## src/rtl/core/tie_pkg.sv

```systemverilog
// ----------------------------------------------------------------------------
// tie_pkg
// Shared types and codes of the table interpolation engine.
// ----------------------------------------------------------------------------
package tie_pkg;

  // default sizing
  localparam int unsigned DefMaxNodes  = 64;
  localparam int unsigned DefMaxOrder  = 7;
  localparam int unsigned DefFracBits  = 16;
  localparam int unsigned QueueDepth   = 4;

  // stream widths
  localparam int unsigned InDataW  = 104;
  localparam int unsigned OutDataW = 40;

  // item opcodes
  typedef enum logic {
    OP_NODE_WR = 1'b0,
    OP_EVAL    = 1'b1
  } opcode_e;

  // register indexes
  typedef enum logic [1:0] {
    REG_MODE  = 2'd0,
    REG_ORDER = 2'd1,
    REG_COUNT = 2'd2
  } reg_idx_e;

  // interpolation modes
  localparam logic [1:0] MODE_LINEAR = 2'd0;
  localparam logic [1:0] MODE_QUAD   = 2'd1;

  // result status
  typedef enum logic [1:0] {
    ST_OK   = 2'd0,
    ST_ZDIV = 2'd1,
    ST_SAT  = 2'd2
  } status_e;

  // command carried from front to back
  typedef struct packed {
    opcode_e     op;
    logic [5:0]  slot;
    logic [31:0] opa;   // abscissa or query point
    logic [31:0] opb;   // ordinate
  } cmd_t;

endpackage

```

## src/rtl/core/tie_front.sv

```systemverilog
// ----------------------------------------------------------------------------
// tie_front
// Accepts input transfers, sorts node writes from queries, drops writes to
// slots outside the table and pushes commands into the queue.
// ----------------------------------------------------------------------------
module tie_front import tie_pkg::*; #(
  parameter int unsigned MAX_NODES = DefMaxNodes
) (
  input  logic               s_axis_tvalid_i,
  output logic               s_axis_tready_o,
  input  logic [InDataW-1:0] s_axis_tdata_i,  // node_index, node_abscissa,
                                              // node_ordinate, query_x
  input  logic [0:0]         s_axis_tuser_i,  // opcode
  input  logic               q_full_i,
  output logic               q_push_o,
  output cmd_t               q_cmd_o
);

  logic       is_eval;
  logic [5:0] slot;
  logic       slot_ok;

  // decode fields
  assign is_eval = (s_axis_tuser_i[0] == OP_EVAL);
  assign slot    = s_axis_tdata_i[5:0];
  assign slot_ok = (32'(slot) < MAX_NODES);

  assign s_axis_tready_o = !q_full_i;

  // classify and push
  always_comb begin
    q_cmd_o.op   = is_eval ? OP_EVAL : OP_NODE_WR;
    q_cmd_o.slot = slot;
    q_cmd_o.opa  = is_eval ? s_axis_tdata_i[101:70] : s_axis_tdata_i[37:6];
    q_cmd_o.opb  = s_axis_tdata_i[69:38];
    q_push_o     = s_axis_tvalid_i && !q_full_i && (is_eval || slot_ok);
  end

endmodule

```

## config.mk

```make
export PLATFORM = sky130hd
export DESIGN_NAME = tie_front
export DESIGN_NICKNAME = d
export VERILOG_FILES = /design/src/rtl/core/tie_pkg.sv /design/src/rtl/core/tie_front.sv
export SDC_FILE = /design/constraint.sdc
export NUM_CORES = 1
export LEC_CHECK = 0
export BUFFER_PORTS_ARGS = -buffer_cell sky130_fd_sc_hd__buf_2
export CORE_AREA = 2 2 70 72
export DETAILED_ROUTE_END_ITERATION = 6
export DIE_AREA = 0 0 72 74
export PLACE_DENSITY = 0.66
export SYNTH_ARGS = -nofsm -noshare
export SYNTH_HDL_FRONTEND = slang
export SYNTH_SLANG_ARGS = --single-unit
```

## constraint.sdc

```tcl
create_clock -name vclk -period 0.8
set_input_delay 0.12 -clock vclk [all_inputs]
set_output_delay 0.12 -clock vclk [all_outputs]
set_load 0.1 [all_outputs]
```

==> results.toml <==
[sta]
worst_slack_ns = -0.211
hold_viol_final = 0
min_period_over_period_pct = 126
hold-worst-slack_ns = 0.240
worst_slew_pin_slew_ns = 0.117
rsz0062_at_grt = "yes"
maxSlewHeadroom_pct = 92.2
layout_min_cycle_time_ns = 1.01
setup_viol_count_final = 32
fmax_ghz = 0.989
slew_violations = 0

[logic_synthesis]
avgSynthCellArea_um2 = 11.0
synth_most_common_cell = "buf_4"
ys_top_cells_by_count = "39 x buf_4, 30 x mux2_4, 3 x buf_12, 2 x mux2_2"
synth_seq_area_share_pct = 0
syn-num-nets = 184
synth_cell_types = 7
synth_largest_area_cell = "mux2_4"
yosysWarningCount = 0
synth_area_leaders = "mux2_4 53%, buf_4 35%, buf_12 7.1%, mux2_2 2.7%, buf_6 1.3%"
syn_inst = 77
netlist_area_um2 = 847
synth_top_cell_area_share_pct = 53.2

[routing]
drc_errors = 0
drt_iter0_drc = 3
vias_per_cell = 4.08
vias = 800
wl_per_cell_um = 13.4
dr.pass1.iters = 2
postRouteAntennaNets = 0
drt-total-wl_um = 2620

[floorplanning]
start_util_pct = 18.4
dieHeight_um = 74
ioPinCount = 180
die_w_um = 72
rows = 25
dieArea_um2 = 5330
core-area_um2 = 4600

[run_status]
status = "finished with violations"
violations = "negative setup slack"

[power_and_ir_drop]
powerDensity_nw_per_um2 = 1230
p_int_mw = 0.894
seqPwrFrac_pct = 0
power.share.clock_pct = 0
finalPower_mw = 2.16
p_switching_mw = 1.27
p_sw_share_pct = 58.6
ir_drop_mv = 0.414
p_leak_nw = 0.925
pwr-share-comb_pct = 100.0

[setup_path]
critPathMaxStageDelay_ns = 0.31
crit_type = "primary input to primary output"
path_buf_inv = 3
critical_path.max_fanout = 9
cp_top_family = "buffers and inverters"
crit_path_end_kind = "primary output"
required_ns = 0.68
cp_cell_sequence = "buf_16 > buf_16 > mux2_4 > buf_12"
cp_slowest_cell = "mux2_4"
cp.arrival_ns = 0.89
crit_top_cell = "buf_16"
start_kind = "primary input"

[final_layout]
n_antenna_cell = 0
area_growth_pct = 107
design.seq.count = 0
layout-drive-gt1-share_pct = 100
nClkBuffers = 0
seq_area_um2 = 0
finalNetCount = 251

[worst_hold_path]
hold_class = "primary input to primary output"

[global_route]
grt_overflow = 0
first_global_vias = 789
antenna_found_initial = 0
grt_pass1_wl_um = 3540
grt_start_max_net_pins = 10
grt_util_all_layers_pct = 8.53

[job]
drv_cap = 0

[placed_design]
portBuffers = 102
gp_congestion = 0.647
repair_timing:
item,CTS,global route
hold buffers,0,0
setup endpoints to repair,32,33
gates cloned,3,0
setup buffers,1,0
gates resized for setup,9,0
layout by cell type, fill, tap and decap left out:
cell type   count
mux2_2          2
buf_6           1
buf_16          4
buf_2          66
mux2_4         30
clkinvlp_4      1
nor2b_4         1
buf_12         37
routing by layer:
layer	wire [um]	GRT usage [%]
met1	659	6.89
met2	1510	18.8
met3	329	1.76
met4	114	4.19
met5	0	0
stage by stage:
stage	utilization [%]	setup TNS [ns]	setup slack, ns	std cells	instance area, um^2
floorplan	-	-4.05	-0.127	77	867
global placement	35.6	-8.97	-0.297	192	1640
detailed placement	35.6	-9.60	-0.319	192	1640
CTS	38.1	-6.47	-0.218	196	1750
global route	38.1	-6.62	-0.225	196	1750
finish	38.1	-6.21	-0.211	196	1750
cell type report:
type | count | area [um^2]
Timing Repair Buffer | 108 | 1190
Fill cell | 430 | 2840
Tap cell | 54 | 67.6
Multi-Input combinational cell | 33 | 487
Inverter | 1 | 7.51
power groups by stage:
stage	clock network [mW]	registers [mW]	logic (mW)
floorplan	0	0	2.23
global placement	0	0	2.08
detailed placement	0	0	2.10
CTS	0	0	2.18
global route	0	0	2.22
finish	0	0	2.16
final timing paths:
check / slack, ns / to / from / cells past startpoint
min: 0.24 / q_cmd_o[16] / s_axis_tdata_i[54] / 0
max: -0.21 / q_cmd_o[41] / s_axis_tuser_i / 4
kinds of logic (layout without fill, tap and decap cells):
family | count (synthesis) | count (layout) | synth area share, %
and+or+nand+nor | 1 | 1 | 0.739
muxes | 32 | 32 | 55.8
buffers and inverters | 44 | 109 | 43.4
(Power assumes the default switching activity.)
