### src/rtl/core/tie_pkg.sv
// ----------------------------------------------------------------------------
// tie_pkg
// Shared types and codes of the table interpolation engine.
// ----------------------------------------------------------------------------
package tie_pkg;

  // default sizing
  localparam int unsigned DefMaxNodes  = 64;
  localparam int unsigned DefMaxOrder  = 7;
  localparam int unsigned DefFracBits  = 16;
  localparam int unsigned QueueDepth   = 4;

  // stream widths
  localparam int unsigned InDataW  = 104;
  localparam int unsigned OutDataW = 40;

  // item opcodes
  typedef enum logic {
    OP_NODE_WR = 1'b0,
    OP_EVAL    = 1'b1
  } opcode_e;

  // register indexes
  typedef enum logic [1:0] {
    REG_MODE  = 2'd0,
    REG_ORDER = 2'd1,
    REG_COUNT = 2'd2
  } reg_idx_e;

  // interpolation modes
  localparam logic [1:0] MODE_LINEAR = 2'd0;
  localparam logic [1:0] MODE_QUAD   = 2'd1;

  // result status
  typedef enum logic [1:0] {
    ST_OK   = 2'd0,
    ST_ZDIV = 2'd1,
    ST_SAT  = 2'd2
  } status_e;

  // command carried from front to back
  typedef struct packed {
    opcode_e     op;
    logic [5:0]  slot;
    logic [31:0] opa;   // abscissa or query point
    logic [31:0] opb;   // ordinate
  } cmd_t;

endpackage

### src/rtl/core/tie_queue.sv
// ----------------------------------------------------------------------------
// tie_queue
// Short command queue between the front and the back.
// ----------------------------------------------------------------------------
module tie_queue import tie_pkg::*; #(
  parameter int unsigned DEPTH = QueueDepth
) (
  input  logic clk_i,
  input  logic rst_ni,
  input  logic push_i,
  input  cmd_t cmd_i,
  output logic full_o,
  input  logic pop_i,
  output logic empty_o,
  output cmd_t cmd_o
);

  localparam int unsigned PtrW = (DEPTH > 1) ? $clog2(DEPTH) : 1;
  localparam int unsigned CntW = $clog2(DEPTH + 1);

  cmd_t            mem_q [DEPTH];
  logic [PtrW-1:0] wr_ptr_q, wr_ptr_d, rd_ptr_q, rd_ptr_d;
  logic [CntW-1:0] cnt_q, cnt_d;
  logic            do_push, do_pop;

  assign full_o  = (cnt_q == CntW'(DEPTH));
  assign empty_o = (cnt_q == '0);
  assign do_push = push_i && !full_o;
  assign do_pop  = pop_i && !empty_o;
  assign cmd_o   = mem_q[rd_ptr_q];

  // pointer update
  always_comb begin
    wr_ptr_d = wr_ptr_q;
    rd_ptr_d = rd_ptr_q;
    cnt_d    = cnt_q;
    if (do_push) begin
      wr_ptr_d = (wr_ptr_q == PtrW'(DEPTH - 1)) ? '0 : wr_ptr_q + 1'b1;
    end
    if (do_pop) begin
      rd_ptr_d = (rd_ptr_q == PtrW'(DEPTH - 1)) ? '0 : rd_ptr_q + 1'b1;
    end
    if (do_push && !do_pop) begin
      cnt_d = cnt_q + 1'b1;
    end else if (!do_push && do_pop) begin
      cnt_d = cnt_q - 1'b1;
    end
  end

  always_ff @(posedge clk_i or negedge rst_ni) begin
    if (!rst_ni) begin
      wr_ptr_q <= '0;
      rd_ptr_q <= '0;
      cnt_q    <= '0;
    end else begin
      wr_ptr_q <= wr_ptr_d;
      rd_ptr_q <= rd_ptr_d;
      cnt_q    <= cnt_d;
    end
  end

  // entry storage
  always_ff @(posedge clk_i) begin
    if (do_push) begin
      mem_q[wr_ptr_q] <= cmd_i;
    end
  end

endmodule

### config.mk
export PLATFORM = sky130hd
export DESIGN_NAME = tie_queue
export DESIGN_NICKNAME = d
export VERILOG_FILES = /design/src/rtl/core/tie_pkg.sv /design/src/rtl/core/tie_queue.sv
export SDC_FILE = /design/constraint.sdc
export NUM_CORES = 1
export LEC_CHECK = 0
export CAP_MARGIN = 15
export CORE_UTILIZATION = 45
export CTS_CLUSTER_DIAMETER = 50
export DETAILED_ROUTE_END_ITERATION = 7
export DONT_BUFFER_PORTS = 1
export PLACE_DENSITY = 0.7
export SYNTH_ARGS = -nofsm -noshare
export SYNTH_HDL_FRONTEND = slang
export SYNTH_SLANG_ARGS = --single-unit
export TNS_END_PERCENT = 10
### constraint.sdc
create_clock -name clk_i -period 7.5 [get_ports clk_i]
set_clock_uncertainty 0.15 [all_clocks]
set_input_delay 0.375 -clock clk_i [delete_from_list [all_inputs] [get_ports clk_i]]
set_output_delay 0.375 -clock clk_i [all_outputs]
set_load 0.02 [all_outputs]
==> out/results.txt, run 1 <==
Pleak -> 4.040 nW
PwrDens -> 398.1 nW/um2
Skew-Pair Late Insertion Delay -> 0.53 ns
RSZ-0062 raised after global routing -> false
Crit Path Category -> flip-flop to primary output
vias in the first global route -> 4917
P&R area growth vs syn -> 18.75%
Yosys cell types -> 20
Global Route met3 Usage -> 0.04611
# fillers -> 1677
CTS max path bufs -> 3
DR iter-0 viols -> 220
final hold vios -> 0
post-cts repair resize count -> 0
worst slew pin tran -> 1.102 ns
final setup vio count -> 0
DP HPWL -> 9.906 mm
Hold WC Path Type -> input port to async pin
Max Fclk -> 288.7 MHz
Final ANT Viol Nets -> 0
status -> finished clean
setup ws final -> 4.037 ns
DR WL/cell -> 21.57 um
Max IR drop VDD -> 0.0002811 V
R2R depth -> 3
CP Launch Type -> flip-flop
drt via density -> 5.251
area of the multi-input gates -> 1864 um2
GR Layer Usage met1 -> 0.1870
Final nets -> 579
total CTS buffers -> 30
Starting Density -> 0.4657
largest net degree at the start of global routing -> 74
Tcrit/Tclk final -> 0.4618
Hold Slack -> 0.03023 ns
final core occ -> 0.5530
Worst setup EP type -> primary output
reg-to-reg startpoint -> cnt_q[2]
GPL Wtd Cong -> 0.7289
H-Tree Level Count -> 1
hold buffers post-CTS -> 73
total wire length -> 17.95 mm
die area -> 24330 um2
Reg area -> 8711 um2
gr usage total -> 0.1518
antenna violations before repair -> 1
R2R setup slack -> 4.75 ns
Post-route DRC -> 0
syn_nets -> 490
GR peak layer -> met2
Mapped Area -> 10670 um2
post-synthesis sequential area ratio -> 0.8156
Crit path arrival time -> 2.94 ns
#FFs+latches synth -> 291
slowest cell on the critical path -> dfrtp_4
Slew Limit Fails -> 0
max-cap viol count -> 0
Core Region -> 22920 um2
syn avg cell area -> 26.16 um2
Critical R2R Capture -> mem_q[1][13]
CP required -> 6.97 ns
first-pass GRT wire length -> 27.83 mm
# clock sinks -> 291
CP peak stage delay -> 0.89 ns
share of layout cells above drive strength 1 -> 0.2432
# port buffers -> 0
post-CTS setup buffers -> 0
setup tns final -> 0 ns
Synthesis Warnings -> 0
max_slew headroom -> 0.2650
pre-CTS worst setup slack -> 4.502 ns
drt pass-1 iters -> 4
TritonCTS clock tree -> built
cells along the critical path -> buf_4, mux4_2
grt ovf -> 0
Clock transition at path regs -> 0.06 ns
I/O pin total -> 148
met2 Track Usage GR -> 0.2581
fin crit period -> 3.463 ns
Post-Syn Instances -> 408
worst-path fanout max -> 41
cell row count -> 55
Vias -> 4369
die width -> 156.0 um
clock root buffer -> clkbuf_16
Die Ht -> 156.0 um
==> flip-flops by register name, indices dropped and copies added (netlist names) <==
signal,count
cnt_q,3
mem_q,284
rd_ptr_q,2
wr_ptr_q,2
==> power breakdown <==
part	switching, mW	total [mW]	internal, mW
Combinational	0.759	1.26	0.496
Clock	0.561	1.41	0.851
Sequential	0.222	2.38	2.16
Total	1.54	5.05	3.50
==> area by class of cell <==
cell class	count	area share
Inverter	3	0.0008886
Multi-Input combinational cell	97	0.1471
Tap cell	313	0.03090
Clock buffer	36	0.06270
Sequential cell	291	0.6874
Antenna cell	1	0.0001975
Clock inverter	17	0.01254
Timing Repair Buffer	74	0.05825
==> metrics by stage <==
| step | cells | area (um2) | total power, mW |
|---|---|---|---|
| 4_1_cts | 831 | 12670 | 5.128 |
| 6_report | 832 | 12670 | 5.045 |
| 3_5_place_dp | 705 | 10990 | 3.654 |
| 5_1_grt | 832 | 12670 | 5.267 |
| 2_1_floorplan | 408 | 10670 | 3.422 |
| 3_3_place_gp | 705 | 10990 | 3.612 |
==> Yosys cell counts (all sizes together) <==
library cell,number,area share
nor3b,1,0.0012
edfxtp,284,0.80
nor2b,1,0.00059
dfrtp,7,0.016
nor2,2,0.00070
clkbuf,2,0.00070
buf,15,0.0089
fa,1,0.0019
mux4,71,0.15
ha,6,0.0070
nor3,2,0.00094
inv,3,0.0011
o31ai,1,0.0012
a21o,1,0.00070
xor2,2,0.0016
and2,4,0.0023
xnor2,1,0.00082
mux2,4,0.0049
==> cells in the final DEF, fill, tap and decap left out, drive strengths merged, types with 2 or more instances in the layout <==
cell type and n:
and2 4, inv 4, bufinv 3, ha 6, mux4 71, xor2 2, nor2 2, clkinv 12
dfrtp 7, clkbuf 36, edfxtp 284, nor3 2, mux2 4, dlygate4sd3 73
==> layer usage <==
metal / wire (um) / part of all wire / up-vias
li1: - / - / 1933
met1: 7274 / 0.41 / 2266
met2: 8955 / 0.50 / 139
met3: 1279 / 0.071 / 31
met4: 439 / 0.024 / 0
met5: 0 / 0 / -
==> cells by family (layout without fill, tap and decap cells) <==
logic type               count (synthesis)  in the layout  share of synthesized area
adder cells (fa/ha/maj)                  7              7                   0.008911
multiplexers                            75             75                     0.1548
other                                    0              1                          0
flip-flops                             291            291                     0.8156
XOR/XNOR                                 3              3                   0.002463
AO/OA/AOI/OAI                            2              2                   0.001876
buffers and inverters                   20            130                    0.01067
AND/OR/NAND/NOR                         10             10                   0.005745
==> worst max-delay path by stage <==
| stage | endpoint | depth (start not counted) | start | slack (ns) |
|---|---|---|---|---|
| 6_report | cmd_o[28] | 2 | rd_ptr_q[0] | 4.04 |
| 5_1_grt | cmd_o[28] | 2 | rd_ptr_q[0] | 3.77 |
| 4_1_cts | cmd_o[28] | 2 | rd_ptr_q[0] | 3.92 |
| 3_5_place_dp | cmd_o[28] | 2 | rd_ptr_q[0] | 4.50 |
| 3_3_place_gp | cmd_o[28] | 2 | rd_ptr_q[0] | 4.56 |
| 2_1_floorplan | mem_q[0][0] | 4 | cnt_q[2] | 4.34 |
==> critical path: cells and delay by family, from the launching register on <==
| kind | cells | cell delay (ns) |
|---|---|---|
| mux | 1 | 0.69 |
| buf+inv | 1 | 0.74 |
| flops | 1 | 0.89 |
Power figures use the tool's default switching activity.
==> run 2, diff against run 1 <==
- ABC_AREA: not set -> 1
- clock period: 7.5 -> 3.4 ns (I/O delays scaled with it)
==> run 2 against run 1 <==
Compared with the run above:
- the run now ends with DRC left
- cell area is 12% higher
- first-iteration DRC count increased by 150%
- worst setup slack got worse by 3.5 ns
- synthesized cell count up 120%
- hold slack worse by 0.0081 ns
- clock power increased by 150%
- sequential cell count unchanged
- critical path type unchanged
==> out/results.txt, run 2 <==
status -> finished with violations
failing checks -> DRC
final setup vio count -> 0 (unchanged)
worst-path fanout max -> 47 (+15%)
Max IR drop VDD -> 0.0004078 V (+45%)
Clock transition at path regs -> 0.06 ns (about the same)
Pleak -> 5.421 nW (+34%)
setup ws final -> 0.5673 ns (-3.469 ns)
Crit path arrival time -> 2.51 ns (-0.43 ns)
Mapped Area -> 12160 um2 (+14%)
antenna violations before repair -> 3 (+2)
Synth async-reset ratio -> 0.02405 (unchanged)
max_slew headroom -> 0.4271 (+0.1621)
biggest regs -> mem_q x284, cnt_q x3
setup tns final -> 0 ns (unchanged)
Starting Density -> 0.4626 (-0.003105)
area of the multi-input gates -> 2480 um2 (+33%)
TritonCTS clock tree -> built
reg-to-reg startpoint -> cnt_q[0]
max reg flops -> 284 (unchanged)
final hold vios -> 0 (unchanged)
max-cap viol count -> 0 (unchanged)
CP required -> 3.08 ns (-3.89 ns)
#FFs+latches synth -> 291 (unchanged)
slowest cell on the critical path -> buf_4
drt via density -> 5.002 (-4.7%)
count leader, synth -> edfxtp_1
Slew Limit Fails -> 0 (unchanged)
Skew-Pair Late Insertion Delay -> 0.50 ns (-0.03 ns)
dominant synthesized flop cell -> edfxtp_1
Final nets -> 1051 (+82%)
die area -> 27680 um2 (+14%)
Post-route DRC -> 18 (+18)
post-synthesis sequential area ratio -> 0.7159 (-0.09964)
RSZ-0062 raised after global routing -> false
largest net degree at the start of global routing -> 65 (-12%)
clock root buffer -> clkbuf_16
DR WL/cell -> 18.29 um (-15%)
Post-synth EDFFs -> 284 (unchanged)
gr usage total -> 0.1817 (+0.02989)
syn_nets -> 971 (+98%)
Yosys cell types -> 16 (-20%)
final core occ -> 0.5415 (-0.01147)
post-synth top area share -> 0.7015 (-0.09763)
syn avg cell area -> 13.67 um2 (-48%)
CTS max path bufs -> 3 (unchanged)
total wire length -> 24.36 mm (+36%)
Final ANT Viol Nets -> 0 (unchanged)
Top reg by flops -> mem_q
Reg area -> 8711 um2 (unchanged)
CP startpoint -> rd_ptr_q[1]
drt pass-1 iters -> 7 (+3)
Hold Crit Depth -> 3
WP buf/inv -> 1 (unchanged)
H-Tree Level Count -> 2 (+1)
# fillers -> 2118 (+26%)
share of layout cells above drive strength 1 -> 0.1419 (-0.1014)
die width -> 166.4 um (+6.6%)
Synthesis Warnings -> 0 (unchanged)
Area contributors post-synth -> edfxtp_1, o211ai_2, nand2_1
# port buffers -> 0 (unchanged)
most frequent cells in the layout -> edfxtp_1, nand2_1, inv_1, dlygate4sd3_1
Crit Path Category -> flip-flop to primary output
Post-Syn Instances -> 889 (+120%)
total CTS buffers -> 34 (+13%)
Die Ht -> 166.4 um (+6.6%)
cell taking the most area after synthesis -> edfxtp_1
worst slew pin tran -> 0.8593 ns (-0.2432 ns)
Top delay family on crit path -> buffers and inverters
most common cell after layout, fill and taps aside -> edfxtp_1
Vias -> 6663 (+53%)
CP peak stage delay -> 0.77 ns (-0.12 ns)
P&R area growth vs syn -> 17.06%
PwrDens -> 890.0 nW/um2 (+120%)
I/O pin total -> 148 (unchanged)
cell row count -> 59 (+7.3%)
area of all placed cells without fillers -> 14230 um2 (+12%)
CP Launch Type -> flip-flop
Max Fclk -> 353.0 MHz
DP Area -> 12380 um2 (+13%)
# clock sinks -> 291 (unchanged)
DR iter-0 viols -> 542 (+150%)
Tcrit/Tclk final -> 0.8331
grt ovf -> 0 (unchanged)
first-pass GRT wire length -> 38.80 mm (+39%)
R2R depth -> 5 (+2)
fin crit period -> 2.833 ns
Worst path depth -> 3 (+1)
Worst setup EP type -> primary output
cells along the critical path -> buf_4, o211ai_2, nand2_1
Core Region -> 26280 um2 (+15%)
DP HPWL -> 14.48 mm (+46%)
vias in the first global route -> 6832 (+39%)
Commonest cells post-synth -> edfxtp_1, nand2_1, inv_1, o211ai_1, o211ai_2
pre-CTS worst setup slack -> 0.9693 ns (-3.532 ns)
GPL Wtd Cong -> 0.7344 (+0.75%)
Hold WC Path Type -> input port to flip-flop
hold_sp -> push_i
[run 2: cell count changes in the layout (fill, tap and decap cells not counted), sizes merged, moves of 6 or more]
| cell | previous run | this run |
|---|---|---|
| nand3 | 0 | 7 |
| buf | 1 | 15 |
| clkbuf | 36 | 42 |
| inv | 4 | 162 |
| nand2 | 0 | 228 |
| mux4 | 71 | 0 |
| o211ai | 0 | 142 |
[run 2: timing repair]
action	4_1_cts	5_1_grt
hold endpoints to repair	296	0
setup buffers	0	0
hold buffers	76	0
endpoints found under the setup margin	0	0
gates resized for setup	0	0
[run 2: final timing paths]
path | slack, ns | end
setup / recovery | 0.57 | cmd_o[11]
hold / removal | 0.02 | wr_ptr_q[0]
setup reg to reg | 1.02 | mem_q[3][48]
hold reg to reg | 0.35 | cnt_q[2]
max in group asynchronous | 2.38 | rd_ptr_q[0]
min in group asynchronous | 0.41 | rd_ptr_q[1]
[run 2: report_power, final]
group / switching (mW) / internal (mW)
Combinational: 3.04 / 1.05
Sequential: 0.379 / 4.72
Clock: 1.39 / 2.09
[run 2: cell families (layout without fill, tap and decap cells)]
kind of cell / Yosys count / count (layout) / synth area share
flip-flops: 291 / 291 / 0.7159
AND/OR/NAND/NOR: 242 / 242 / 0.07565
buffers and inverters: 205 / 310 / 0.08254
AO/OA/AOI/OAI: 143 / 143 / 0.1173
adder cells (fa/ha/maj): 7 / 7 / 0.007822
XOR/XNOR: 1 / 1 / 0.0007206
other: 0 / 3 / 0
[run 2: cell type report]
class,count,share of cell area
tap,335,0.02945
multi-input combinational,393,0.1743
inverter,158,0.04167
clock inverter,19,0.01143
sequential,291,0.6121
clock buffer,42,0.06480
antenna,3,0.0005275
timing repair buffer,91,0.06576
[run 2: routing by layer]
| metal | track usage | vias up | routed length, um |
|---|---|---|---|
| met3 | 0.05172 | 37 | 1491 |
| li1 | - | 3259 | - |
| met2 | 0.3054 | 156 | 12100 |
| met4 | 0.05435 | 0 | 467 |
| met1 | 0.2282 | 3211 | 10300 |
| met5 | 0 | - | 0 |
[run 2: through the flow]
step                      instances  power [mW]  hold WS (ns)
after floorplan                 889       8.545       -0.2756
after global placement         1192       9.156       -0.2748
after detailed placement       1192       9.220       -0.2748
after CTS                      1329       12.82      0.007828
after global routing           1330       13.36       0.07156
final                          1332       12.67       0.02210
[run 2: worst min-delay path: stages]
cell,delay [ns]
nand2_1,0.26
nand2_1,0.14
nand2_1,0.05
==> run 3, diff against run 2 <==
- clock period: 3.4 -> 2.75 ns (I/O delays scaled with it)
==> run 3 against run 2 <==
Compared with the run above:
- the run still ends with DRC left
- sequential share of layout area is essentially flat
- worst setup slack worse by 0.14 ns
- final cell count shrank 0.30%
- critical path depth increased by 1
- count of clock-buffer cells in the layout shrank 1
- sequential power rose by 19%
==> out/results.txt, run 3 (synthesis gave the netlist of run 2 again) <==
status -> finished with violations
failing checks -> DRC
first-pass GRT wire length -> 35.28 mm (-9.1%)
CP Launch Type -> flip-flop
die area -> 27680 um2 (unchanged)
hold_sp -> cmd_i[36]
worst slew pin tran -> 0.7546 ns (-0.1046 ns)
share of layout cells above drive strength 1 -> 0.1410 (-0.0008642)
total CTS buffers -> 30 (-12%)
P&R area growth vs syn -> 16.98% (about the same)
final core occ -> 0.5411 (about the same)
most common cell after layout, fill and taps aside -> edfxtp_1
setup ws final -> 0.4266 ns (-0.1407 ns)
Critical R2R Capture -> cnt_q[1]
Pleak -> 5.410 nW (-0.20%)
CP required -> 2.46 ns (-0.62 ns)
max reg flops -> 284 (unchanged)
reg-to-reg startpoint -> cnt_q[0]
Hold WC Path Type -> input port to flip-flop
Tcrit/Tclk final -> 0.8449
final setup vio count -> 0 (unchanged)
biggest regs -> mem_q x284, cnt_q x3
drt pass-1 iters -> 7 (unchanged)
max_slew headroom -> 0.4969 (+0.06976)
pre-CTS worst setup slack -> 0.4791 ns (-0.4902 ns)
most frequent cell on the critical path -> buf_4
vias in the first global route -> 6713 (-1.7%)
post-cts repair resize count -> 0 (unchanged)
die width -> 166.4 um (unchanged)
total wire length -> 21.88 mm (-10%)
gr usage total -> 0.1607 (-0.02097)
R2R setup slack -> 0.47 ns (-0.55 ns)
Hold Slack -> 0.1510 ns (+0.1289 ns)
CP peak stage delay -> 0.60 ns (-0.17 ns)
DP HPWL -> 12.64 mm (-13%)
PwrDens -> 1071 nW/um2 (+20%)
Hold EP -> mem_q[2][36]
R2R depth -> 9 (+4)
final hold vios -> 0 (unchanged)
antenna violations before repair -> 0 (-3)
Final nets -> 1053 (+0.19%)
Max Fclk -> 430.4 MHz
clock root buffer -> clkbuf_16
TritonCTS clock tree -> built
Final ANT Viol Nets -> 0 (unchanged)
I/O pin total -> 148 (unchanged)
cells along the critical path -> buf_4, o211ai_2, nand2_1, buf_4
H-Tree Level Count -> 1 (-1)
Max IR drop VDD -> 0.0005412 V (+33%)
Antenna Cells -> 0 (-3)
Crit path arrival time -> 2.04 ns (-0.47 ns)
GPL Wtd Cong -> 0.7526 (+2.5%)
Die Ht -> 166.4 um (unchanged)
# port buffers -> 0 (unchanged)
DR iter-0 viols -> 428 (-21%)
cell row count -> 59 (unchanged)
worst-path fanout max -> 41 (-13%)
max-cap viol count -> 0 (unchanged)
drt via density -> 4.980 (-0.44%)
largest net degree at the start of global routing -> 129 (+98%)
Skew-Pair Late Insertion Delay -> 0.53 ns (+0.03 ns)
CTS max path bufs -> 3 (unchanged)
Post-route DRC -> 6 (-12)
slowest cell on the critical path -> buf_4
setup tns final -> 0 ns (unchanged)
# clock sinks -> 291 (unchanged)
Starting Density -> 0.4626 (unchanged)
Slew Limit Fails -> 0 (unchanged)
Hold Crit Depth -> 1 (-2)
Top reg by flops -> mem_q
most frequent cells in the layout -> edfxtp_1, nand2_1, inv_1, dlygate4sd3_1
Clock transition at path regs -> 0.06 ns (about the same)
RSZ-0062 raised after global routing -> false
Core Region -> 26280 um2 (unchanged)
Worst setup EP type -> primary output
fin crit period -> 2.323 ns
Crit Path Category -> flip-flop to primary output
Vias -> 6614 (-0.74%)
DR WL/cell -> 16.47 um (-9.9%)
grt ovf -> 0 (unchanged)
run 3: cell count changes in the layout (fill, tap and decap cells not counted), sizes merged:
cell	delta
clkbuf	-1
inv	-3
clkinv	-1
dlygate4sd3	-1
buf	+7
diode	-3
clkinvlp	-2
run 3: where the power goes:
group	leakage (nW)	switching [mW]	internal (mW)	total, mW
clock	0.455	1.56	2.25	3.82
sequential	2.68	0.239	5.83	6.07
combinational	2.27	3.90	1.44	5.35
run 3: worst max-delay path by stage:
stage,startpoint,endpoint,slack [ns],depth (start not counted)
after floorplan,cnt_q[0],mem_q[0][0],-0.45,4
after global placement,cnt_q[0],cnt_q[1],0.55,9
after detailed placement,cnt_q[0],cnt_q[1],0.48,9
after CTS,rd_ptr_q[1],cmd_o[6],0.36,4
after global routing,cnt_q[0],cnt_q[1],0.28,9
final,rd_ptr_q[1],cmd_o[6],0.43,4
run 3: final cells by class:
| type | count | area (um2) |
|---|---|---|
| timing repair buffer | 97 | 1079 |
| multi-input combinational | 393 | 2480 |
| inverter | 158 | 593.1 |
| clock inverter | 13 | 126.4 |
| sequential | 291 | 8711 |
| fill | 2123 | 12060 |
| tap | 335 | 419.2 |
| clock buffer | 41 | 813.3 |
run 3: repair_timing:
action	in CTS	in global routing
hold endpoints to repair	298	0
hold buffers	75	0
buffers inserted	0	0
run 3: metrics by stage:
stage / area [um2] / std cells / total power, mW
2_1_floorplan: 12170 / 889 / 10.53
3_3_place_gp: 12530 / 1199 / 11.36
3_5_place_dp: 12530 / 1199 / 11.48
4_1_cts: 14220 / 1328 / 15.44
5_1_grt: 14220 / 1328 / 16.08
6_report: 14220 / 1328 / 15.23
run 3: layer usage:
metal / global-route usage / share of wire
met5: 0 / 0
met2: 0.2875 / 0.50
met4: 0.04469 / 0.016
met1: 0.1934 / 0.42
met3: 0.03765 / 0.062
run 3: worst max-delay path: cells and delay by family (launching register included):
kind                   cells  cell delay (ns)
DFF                        1             0.42
buffers and inverters      2             0.75
AOI/OAI and AO/OA          1             0.17
and+or+nand+nor            1             0.15
